File: config.mk
export PLATFORM = sky130hd
export DESIGN_NAME = coin_pulse_counter
export DESIGN_NICKNAME = d
export VERILOG_FILES = /design/src/hdl/cpc_pkg.sv /design/src/hdl/cpc_lane.sv /design/src/hdl/cpc_merge.sv /design/src/hdl/coin_pulse_counter.sv
export SDC_FILE = /design/constraint.sdc
export NUM_CORES = 2
export LEC_CHECK = 0
export BUFFER_PORTS_ARGS = -buffer_cell sky130_fd_sc_hd__buf_4
export CAP_MARGIN = 30
export CELL_PAD_IN_SITES_DETAIL_PLACEMENT = 2
export CELL_PAD_IN_SITES_GLOBAL_PLACEMENT = 2
export CORE_MARGIN = 2
export CORE_UTILIZATION = 41
export CTS_CLUSTER_SIZE = 25
export DETAILED_ROUTE_END_ITERATION = 6
export MAX_ROUTING_LAYER = met4
export PLACE_DENSITY_LB_ADDON = 0.1
export SLEW_MARGIN = 5
export SYNTH_ARGS = -nofsm -noshare
export SYNTH_HDL_FRONTEND = slang
export SYNTH_SLANG_ARGS = --single-unit
File: constraint.sdc
create_clock -name clk -period 13.1 [get_ports clk]
set_clock_uncertainty 0.1 [all_clocks]
set_input_delay 1.965 -clock clk [delete_from_list [all_inputs] [get_ports clk]]
set_output_delay 1.965 -clock clk [all_outputs]
set_load 0.01 [all_outputs]
File: src/hdl/cpc_pkg.sv
package cpc_pkg;

  localparam int TIMER_WIDTH = 8;
  localparam int CHANNELS    = 4;
  localparam int CH_W        = 2;
  localparam int COUNT_W     = 27;
  localparam int TOTAL_W     = 31;
  localparam int SUM_W       = 32;
  localparam int HOLDOFF_W   = 8;
  localparam int STEP_W      = 8;
  localparam int LIMIT_W     = 47;
  localparam int CFG_INDEX_W = 3;
  localparam int CFG_DATA_W  = 47;
  localparam int WEIGHT_W    = 5;
  localparam int HOLD_CMP_W  = (TIMER_WIDTH + 1 > HOLDOFF_W) ? TIMER_WIDTH + 1 : HOLDOFF_W;

  localparam logic [COUNT_W-1:0]     CNT_MAX = {COUNT_W{1'b1}};
  localparam logic [TOTAL_W-1:0]     TOT_MAX = {TOTAL_W{1'b1}};
  localparam logic [TIMER_WIDTH-1:0] TMR_MAX = {TIMER_WIDTH{1'b1}};

  // register indexes on the configuration port
  localparam logic [CFG_INDEX_W-1:0] REG_HOLDOFF_ONE  = 3'd0;
  localparam logic [CFG_INDEX_W-1:0] REG_HOLDOFF_TWO  = 3'd1;
  localparam logic [CFG_INDEX_W-1:0] REG_HOLDOFF_FIVE = 3'd2;
  localparam logic [CFG_INDEX_W-1:0] REG_HOLDOFF_TEN  = 3'd3;
  localparam logic [CFG_INDEX_W-1:0] REG_FULL_STEP    = 3'd4;
  localparam logic [CFG_INDEX_W-1:0] REG_COUNT_LIMIT  = 3'd5;
  localparam logic [CFG_INDEX_W-1:0] REG_TOTAL_LIMIT  = 3'd6;

  localparam logic [HOLDOFF_W-1:0] HOLDOFF_ONE_RESET  = 8'd70;
  localparam logic [HOLDOFF_W-1:0] HOLDOFF_TWO_RESET  = 8'd150;
  localparam logic [HOLDOFF_W-1:0] HOLDOFF_FIVE_RESET = 8'd70;
  localparam logic [HOLDOFF_W-1:0] HOLDOFF_TEN_RESET  = 8'd70;
  localparam logic [STEP_W-1:0]    FULL_STEP_RESET    = 8'd33;
  localparam logic [COUNT_W-1:0]   COUNT_LIMIT_RESET  = 27'd9999999;
  localparam logic [LIMIT_W-1:0]   TOTAL_LIMIT_RESET  = 47'd99999999999999;

  localparam logic [CHANNELS-1:0][WEIGHT_W-1:0] COIN_WEIGHT = {5'd10, 5'd5, 5'd2, 5'd1};

  typedef struct packed {
    logic [3:0] sensor_levels;
    logic       counting_enable;
    logic       clear_counts;
  } in_t;

  typedef struct packed {
    logic [COUNT_W-1:0] count_one;
    logic [COUNT_W-1:0] count_two;
    logic [COUNT_W-1:0] count_five;
    logic [COUNT_W-1:0] count_ten;
    logic [TOTAL_W-1:0] weighted_total;
    logic [3:0]         counted_mask;
    logic               full_alert;
    logic [CH_W-1:0]    full_channel;
    logic               limit_halted;
  } out_t;

  typedef struct packed {
    logic                 fire;
    logic                 clear;
    logic                 active;
    logic                 grant;
    logic                 level;
    logic [HOLDOFF_W-1:0] holdoff;
    logic [STEP_W-1:0]    step_size;
  } lane_ctrl_t;

  typedef struct packed {
    logic               counted;
    logic               incremented;
    logic               at_threshold;
    logic [COUNT_W-1:0] count;
  } lane_status_t;

endpackage

File: src/hdl/cpc_lane.sv
module cpc_lane import cpc_pkg::*; (
  input  logic         clk,
  input  logic         rst,
  input  lane_ctrl_t   ctrl,
  output lane_status_t status
);

  logic [COUNT_W-1:0]     count;
  logic [COUNT_W-1:0]     count_next;
  logic                   locked;
  logic                   locked_next;
  logic [TIMER_WIDTH-1:0] timer;
  logic [TIMER_WIDTH-1:0] timer_next;
  logic [COUNT_W-1:0]     threshold;
  logic [COUNT_W-1:0]     threshold_next;
  logic [TIMER_WIDTH:0]   elapsed;
  logic [COUNT_W:0]       thr_sum;
  logic                   can_count;
  logic                   inc;
  logic                   release_lock;

  always_comb begin
    can_count    = ctrl.active & ctrl.level & ~locked;
    inc          = can_count & (count != CNT_MAX);
    elapsed      = {1'b0, timer} + {{TIMER_WIDTH{1'b0}}, 1'b1};
    release_lock = ctrl.active & ~ctrl.level & locked &
                   (HOLD_CMP_W'(elapsed) > HOLD_CMP_W'(ctrl.holdoff));

    if (ctrl.clear) begin
      count_next = '0;
    end else begin
      count_next = count + COUNT_W'(inc);
    end

    if (ctrl.clear) begin
      locked_next = 1'b0;
    end else if (can_count) begin
      locked_next = 1'b1;
    end else if (release_lock) begin
      locked_next = 1'b0;
    end else begin
      locked_next = locked;
    end

    // ticks since the count, held once the channel is released
    if (ctrl.clear || can_count) begin
      timer_next = '0;
    end else if (locked_next) begin
      timer_next = elapsed[TIMER_WIDTH] ? TMR_MAX : elapsed[TIMER_WIDTH-1:0];
    end else begin
      timer_next = timer;
    end

    thr_sum = {1'b0, threshold} + (COUNT_W + 1)'(ctrl.step_size);
    if (ctrl.clear) begin
      threshold_next = COUNT_W'(ctrl.step_size);
    end else if (ctrl.grant) begin
      threshold_next = thr_sum[COUNT_W] ? CNT_MAX : thr_sum[COUNT_W-1:0];
    end else begin
      threshold_next = threshold;
    end

    status.counted      = can_count;
    status.incremented  = inc;
    status.count        = count_next;
    status.at_threshold = ~ctrl.clear & (count_next >= threshold);
  end

  always_ff @(posedge clk) begin
    if (rst) begin
      count     <= '0;
      locked    <= 1'b0;
      timer     <= '0;
      threshold <= COUNT_W'(FULL_STEP_RESET);
    end else if (ctrl.fire) begin
      count     <= count_next;
      locked    <= locked_next;
      timer     <= timer_next;
      threshold <= threshold_next;
    end
  end

endmodule

File: src/hdl/cpc_merge.sv
module cpc_merge import cpc_pkg::*; (
  input  logic                        clk,
  input  logic                        rst,
  input  logic                        fire,
  input  in_t                         item,
  input  logic [COUNT_W-1:0]          count_limit,
  input  logic [LIMIT_W-1:0]          total_limit,
  input  lane_status_t [CHANNELS-1:0] lanes,
  input  logic                        out_stall,
  output logic                        active,
  output logic [CHANNELS-1:0]         grant,
  output logic                        out_valid,
  output out_t                        out_data
);

  logic [SUM_W-1:0]    total;
  logic [SUM_W-1:0]    total_next;
  logic [TOTAL_W-1:0]  total_sat;
  logic                halted;
  logic                halted_next;
  logic [WEIGHT_W-1:0] delta;
  logic                limit_hit;
  logic [CH_W-1:0]     alert_ch;
  logic                alert;
  logic [3:0]          mask;
  out_t                result;

  always_comb begin
    active = item.counting_enable & ~halted & ~item.clear_counts;

    // weight of the coins that really advanced a count this transfer
    delta     = '0;
    limit_hit = 1'b0;
    for (int i = 0; i < CHANNELS; i++) begin
      if (lanes[i].incremented) begin
        delta = delta + COIN_WEIGHT[i];
      end
      if (lanes[i].count >= count_limit) begin
        limit_hit = 1'b1;
      end
      mask[i] = lanes[i].counted;
    end

    total_next = item.clear_counts ? '0 : total + SUM_W'(delta);
    total_sat  = total_next[SUM_W-1] ? TOT_MAX : total_next[TOTAL_W-1:0];
    if (LIMIT_W'(total_sat) >= total_limit) begin
      limit_hit = 1'b1;
    end

    if (item.clear_counts) begin
      halted_next = 1'b0;
    end else begin
      halted_next = halted | (active & limit_hit);
    end

    // lowest channel wins the alert
    grant    = '0;
    alert    = 1'b0;
    alert_ch = '0;
    for (int i = CHANNELS - 1; i >= 0; i--) begin
      if (lanes[i].at_threshold) begin
        alert    = 1'b1;
        alert_ch = CH_W'(i);
      end
    end
    if (alert) begin
      grant[alert_ch] = 1'b1;
    end

    result.count_one      = lanes[0].count;
    result.count_two      = lanes[1].count;
    result.count_five     = lanes[2].count;
    result.count_ten      = lanes[3].count;
    result.weighted_total = total_sat;
    result.counted_mask   = mask;
    result.full_alert     = alert;
    result.full_channel   = alert_ch;
    result.limit_halted   = halted_next;
  end

  always_ff @(posedge clk) begin
    if (rst) begin
      total     <= '0;
      halted    <= 1'b0;
      out_valid <= 1'b0;
    end else begin
      if (fire) begin
        total     <= total_next;
        halted    <= halted_next;
        out_valid <= 1'b1;
      end else if (!out_stall) begin
        out_valid <= 1'b0;
      end
    end
  end

  always_ff @(posedge clk) begin
    if (fire) begin
      out_data <= result;
    end
  end

  // the halt only drops on a clear transfer
  assert property (@(posedge clk) disable iff (rst)
    $fell(halted) |-> $past(fire && item.clear_counts))
    else $error("halt dropped without a clear");

  // the running sum only grows between clears
  assert property (@(posedge clk) disable iff (rst)
    (fire && !item.clear_counts) |=> (total >= $past(total)))
    else $error("weighted sum went down");

  // nothing counts while halted
  assert property (@(posedge clk) disable iff (rst)
    (fire && halted && !item.clear_counts) |=> (out_data.counted_mask == '0))
    else $error("coin counted while halted");

  // at most one threshold advances per transfer
  assert property (@(posedge clk) disable iff (rst)
    fire |-> $onehot0(grant))
    else $error("more than one bin alert granted");

  // a clear transfer goes out with no alert and a zero weighted sum
  assert property (@(posedge clk) disable iff (rst)
    (fire && item.clear_counts) |=> (!out_data.full_alert && out_data.weighted_total == '0))
    else $error("clear transfer did not show cleared state");

endmodule

File: src/hdl/coin_pulse_counter.sv
// a result is registered on its input transfer and shows in the cycle after it
// throughput: one sensor tick per cycle while in_stall is low; the four channel
// lanes and the merge of their counts, weighted sum and limit checks are combinational
// input stalls in reset and while a finished result is held back by out_stall
// reset (synchronous, rst high): counts, locks, timers, sum and halt cleared,
// registers back to their defaults, no result pending
module coin_pulse_counter import cpc_pkg::*; (
  input  logic                   clk,
  input  logic                   rst,
  input  logic                   in_valid,
  output logic                   in_stall,
  input  in_t                    in_data,
  output logic                   out_valid,
  input  logic                   out_stall,
  output out_t                   out_data,
  input  logic                   cfg_write_en,
  input  logic [CFG_INDEX_W-1:0] cfg_index,
  input  logic [CFG_DATA_W-1:0]  cfg_data
);

  logic [CHANNELS-1:0][HOLDOFF_W-1:0] holdoff;
  logic [STEP_W-1:0]                  full_step;
  logic [COUNT_W-1:0]                 count_limit;
  logic [LIMIT_W-1:0]                 total_limit;
  logic [STEP_W-1:0]                  step_size;
  logic                               fire;
  logic                               active;
  logic [CHANNELS-1:0]                grant;
  lane_ctrl_t   [CHANNELS-1:0]        lane_ctrl;
  lane_status_t [CHANNELS-1:0]        lane_status;

  assign in_stall  = rst | (out_valid & out_stall);
  assign fire      = in_valid & ~in_stall;
  // a zero step behaves as one
  assign step_size = (full_step == '0) ? STEP_W'(1) : full_step;

  always_ff @(posedge clk) begin
    if (rst) begin
      holdoff[0]  <= HOLDOFF_ONE_RESET;
      holdoff[1]  <= HOLDOFF_TWO_RESET;
      holdoff[2]  <= HOLDOFF_FIVE_RESET;
      holdoff[3]  <= HOLDOFF_TEN_RESET;
      full_step   <= FULL_STEP_RESET;
      count_limit <= COUNT_LIMIT_RESET;
      total_limit <= TOTAL_LIMIT_RESET;
    end else if (cfg_write_en) begin
      case (cfg_index)
        REG_HOLDOFF_ONE:  holdoff[0]  <= cfg_data[HOLDOFF_W-1:0];
        REG_HOLDOFF_TWO:  holdoff[1]  <= cfg_data[HOLDOFF_W-1:0];
        REG_HOLDOFF_FIVE: holdoff[2]  <= cfg_data[HOLDOFF_W-1:0];
        REG_HOLDOFF_TEN:  holdoff[3]  <= cfg_data[HOLDOFF_W-1:0];
        REG_FULL_STEP:    full_step   <= cfg_data[STEP_W-1:0];
        REG_COUNT_LIMIT:  count_limit <= cfg_data[COUNT_W-1:0];
        REG_TOTAL_LIMIT:  total_limit <= cfg_data[LIMIT_W-1:0];
        default: ;
      endcase
    end
  end

  for (genvar i = 0; i < CHANNELS; i++) begin : g_lane
    always_comb begin
      lane_ctrl[i].fire      = fire;
      lane_ctrl[i].clear     = in_data.clear_counts;
      lane_ctrl[i].active    = active;
      lane_ctrl[i].grant     = grant[i];
      lane_ctrl[i].level     = in_data.sensor_levels[i];
      lane_ctrl[i].holdoff   = holdoff[i];
      lane_ctrl[i].step_size = step_size;
    end

    cpc_lane u_lane (
      .clk    (clk),
      .rst    (rst),
      .ctrl   (lane_ctrl[i]),
      .status (lane_status[i])
    );
  end

  cpc_merge u_merge (
    .clk         (clk),
    .rst         (rst),
    .fire        (fire),
    .item        (in_data),
    .count_limit (count_limit),
    .total_limit (total_limit),
    .lanes       (lane_status),
    .out_stall   (out_stall),
    .active      (active),
    .grant       (grant),
    .out_valid   (out_valid),
    .out_data    (out_data)
  );

endmodule
==> metrics.md <==
| Metric | Value |
|---|---|
| Top Usage Layer GRT | met2 |
| DRT Pass-1 Iters | 5 |
| Final critical-path share of the clock period | 77.30% |
| Critical path endpoint category | flop |
| Leakage | 0.01504 uW |
| CP delay by family, top | compound AO/OA/AOI/OAI gates |
| Final Max Slew Viols | 0 |
| Slew HR | 28.34% |
| Met3 Track Usage GR | 4.378% |
| Rows | 103 |
| Clock group share of total power | 47.8% |
| Tot GR Track Use | 34.22% |
| R2r setup slk | 3820 ps |
| CP max stage cell | a2111oi_4 |
| Share of cells above drive strength 1 | 11.40% |
| Antenna Nets Post-Route | 0 |
| Final hold vios | 0 |
| RSZ-0062 raised after global routing | false |
| Syn Area/Cell | 8.569 um2 |
| Filler cells | 8,570 |
| Met2 usage | 57.74% |
| Core Util, Final | 47.42% |
| Prevailing post-synth register cell | dfxtp_1 |
| Clock root buffer | clkbuf_16 |
| Postcts setup bufs | 0 |
| FMAX | 98.75 MHz |
| Num CTS Buffers | 68 |
| Most frequent cells in the layout | nand2_1 (484), dfxtp_1 (400), ha_1 (331) |
| Combinational share of power | 7.6% |
| Crit path from | in_data[0] |
| Total Power | 4016 uW |
| Antenna violations before repair | 3 |
| Internal | 2997 uW |
| CTS Sinks | 547 |
| Commonest non-fill, non-tap cell in the layout | nand2_1 |
| CTS clk-pin slew, worst paths | 60 ps |
| Post-synth EDFFs | 147 |
| HP Class | reg2reg |
| Total Wirelength | 138.0 mm |
| Starting DRC count in detailed routing | 1,759 |
| Vert. Die Dim | 285.5 um |
| Net Switching | 1019 uW |
| Hold buffer count at CTS | 0 |
| Sequential share of the synthesized area | 38.23% |
| Core Area | 78,740 um2 |
| Vias in the first global route | 33,860 |
| Seq pwr share | 44.6% |
| CP Class | in2reg |
| Fin Setup TNS | 0 ps |
| Layout Nets | 4,345 |
| CP Max Fanout | 56 |
| Clock Latency Late Sink | 620 ps |
| Syn_nets | 4,189 |
| Initial Utilization | 41.27% |
| Switching part of the total | 25.37% |
| Reg2Reg Depth | 29 |
| Vias | 31,070 |
| Synthesized flop and latch total | 547 |
| Critical Path End | u_merge.out_data[0]$_DFFE_PP_ |
| Port Buf Inserts | 209 |
| Post-synth ARST share | 0% |
| Layout Cells excl Fill | 5,052 |
| Status | complete, no violations |
| Dpl cells | 4,925 |
| First-pass GRT wire length | 208.9 mm |
| Area grow syn2layout | 14.91% |
| PwrDens | 107.5 nW/um2 |
| Cell Area, Synth | 32,490 um2 |
| Worst r2r src | g_lane[0].u_lane.count[20]$_SDFFE_PP0P_ |
| Vias/cell | 6.150 |
| Residual DRC | 0 |
| Slowest cell delay on critical path | 800 ps |
| Synth warnings | 0 |
| Max-cap violation count | 0 |
| HPWL after DPL | 101.3 mm |
| Period minus WS final | 10,130 ps |
| Critical Path Most Common Cell | ha_1 |
| CTS max path bufs | 3 |
| Final GP Congestion | 0.9359 |
| Setup violators final | 0 |
| CTS tree | done |
| Grt met1 use | 40.07% |
| # IOs | 210 |
| Post-Synthesis Cells | 3,792 |
| CP Launch Type | primary input |
| Die width | 285.5 um |
| Synth unique cells | 98 |
| Worst path required time | 13,330 ps |
| DR WL/cell | 27.31 um |
| CP Buf/Inv Count | 5 |
| Worst EP arrival | 10,360 ps |
| DIE AREA | 81,520 um2 |
| RR Endpoint | u_merge.out_data[0]$_DFFE_PP_ |
| Largest net degree at the start of global routing | 75 |
| VDD IR max | 0.00007290 V |
| H-tree depth | 3 |
| Critical path depth | 31 |
| Grt total ovfl | 0 |
| PostCTS Resize Cnt | 0 |
| Worst Tran Pin Value | 1070 ps |
## metrics by stage
step / hold slack (ps) / worst slack [ps] / instance area, um2
after CTS: 365.3 / 3039 / 37300
after global routing: 382.7 / 2533 / 37340
final: 363.0 / 2974 / 37340
after floorplan: 336.0 / 4820 / 32490
after detailed placement: 353.5 / 2643 / 35100
after global placement: 343.5 / 3199 / 35010
## cell type report
cell class	instances	area, um2	share of cell area [%]
multi-input cells	2844	18560	49.69
flip-flops and latches	547	12420	33.27
repair buffers	253	1948	5.217
clock buffers	93	1898	5.083
well taps	1050	1314	3.518
inverters	234	888.4	2.379
clock inverters	29	309.0	0.8277
diodes	2	5.005	0.01340
## logic make-up (layout without fill, tap and decap cells)
group,count (synthesis),in the layout,synth area share [%]
compound gates,920,920,18.35
xor+xnor,162,162,4.367
fa+ha+maj,336,336,13.05
buf+inv,401,609,4.821
flops,547,547,38.23
mux,15,15,0.4659
other cells,0,2,0
simple gates,1411,1411,20.71
## cell usage after synthesis (all sizes together), types with 86 or more instances
library cell / number / area, um2
nand2: 489 / 1841
nand4: 96 / 619.3
dfxtp: 400 / 8008
a21oi: 307 / 1555
xor2: 86 / 753.2
o21ai: 191 / 955.9
nand3: 205 / 1026
ha: 331 / 4141
edfxtp: 147 / 4414
clkbuf: 131 / 493.0
nor2: 276 / 1041
inv: 234 / 878.3
nor3: 117 / 605.6
## tightest hold or removal path, delay by kind of cell, from the launching register on
family             cells  cell delay, ps
AOI/OAI and AO/OA      1              50
and+or+nand+nor        1              50
DFF                    1             310
## metal layers
layer	vias to the layer above	share of wire [%]
li1	14090	-
met3	350	4.7
met1	15770	41
met4	0	5.3
met5	-	0
met2	857	49
## worst min-delay path by stage
| stage | to | slack (ps) | from | cells past startpoint |
|---|---|---|---|---|
| 5_1_grt | holdoff[14]$_SDFFE_PP0P_ | 380 | holdoff[14]$_SDFFE_PP0P_ | 2 |
| 4_1_cts | count_limit[14]$_SDFFE_PP0P_ | 370 | count_limit[14]$_SDFFE_PP0P_ | 2 |
| 3_5_place_dp | count_limit[16]$_SDFFE_PP0P_ | 350 | count_limit[16]$_SDFFE_PP0P_ | 2 |
| 3_3_place_gp | count_limit[8]$_SDFFE_PP0P_ | 340 | count_limit[8]$_SDFFE_PP0P_ | 2 |
| 2_1_floorplan | total_limit[45]$_SDFFE_PP0P_ | 340 | total_limit[45]$_SDFFE_PP0P_ | 2 |
| 6_report | count_limit[18]$_SDFFE_PP0P_ | 360 | count_limit[18]$_SDFFE_PP0P_ | 2 |
## flip-flops by register name, summed over array words and instances, names as in the netlist
name	flops
full_step	8
total_limit	47
u_merge.out_valid	1
g_lane.u_lane.timer	32
u_merge.total	32
holdoff	32
count_limit	27
g_lane.u_lane.count	108
u_merge.out_data	147
g_lane.u_lane.locked	4
g_lane.u_lane.threshold	108
u_merge.halted	1
## power groups by stage
stage | sequential, uW | clock [uW] | combinational, uW
floorplan | 1830 | 0 | 147
finish | 1790 | 1920 | 303
CTS | 1790 | 1950 | 300
detailed placement | 1830 | 0 | 295
global placement | 1830 | 0 | 278
global route | 1790 | 2010 | 325
Note: power is estimated with default switching activity, not from simulation.
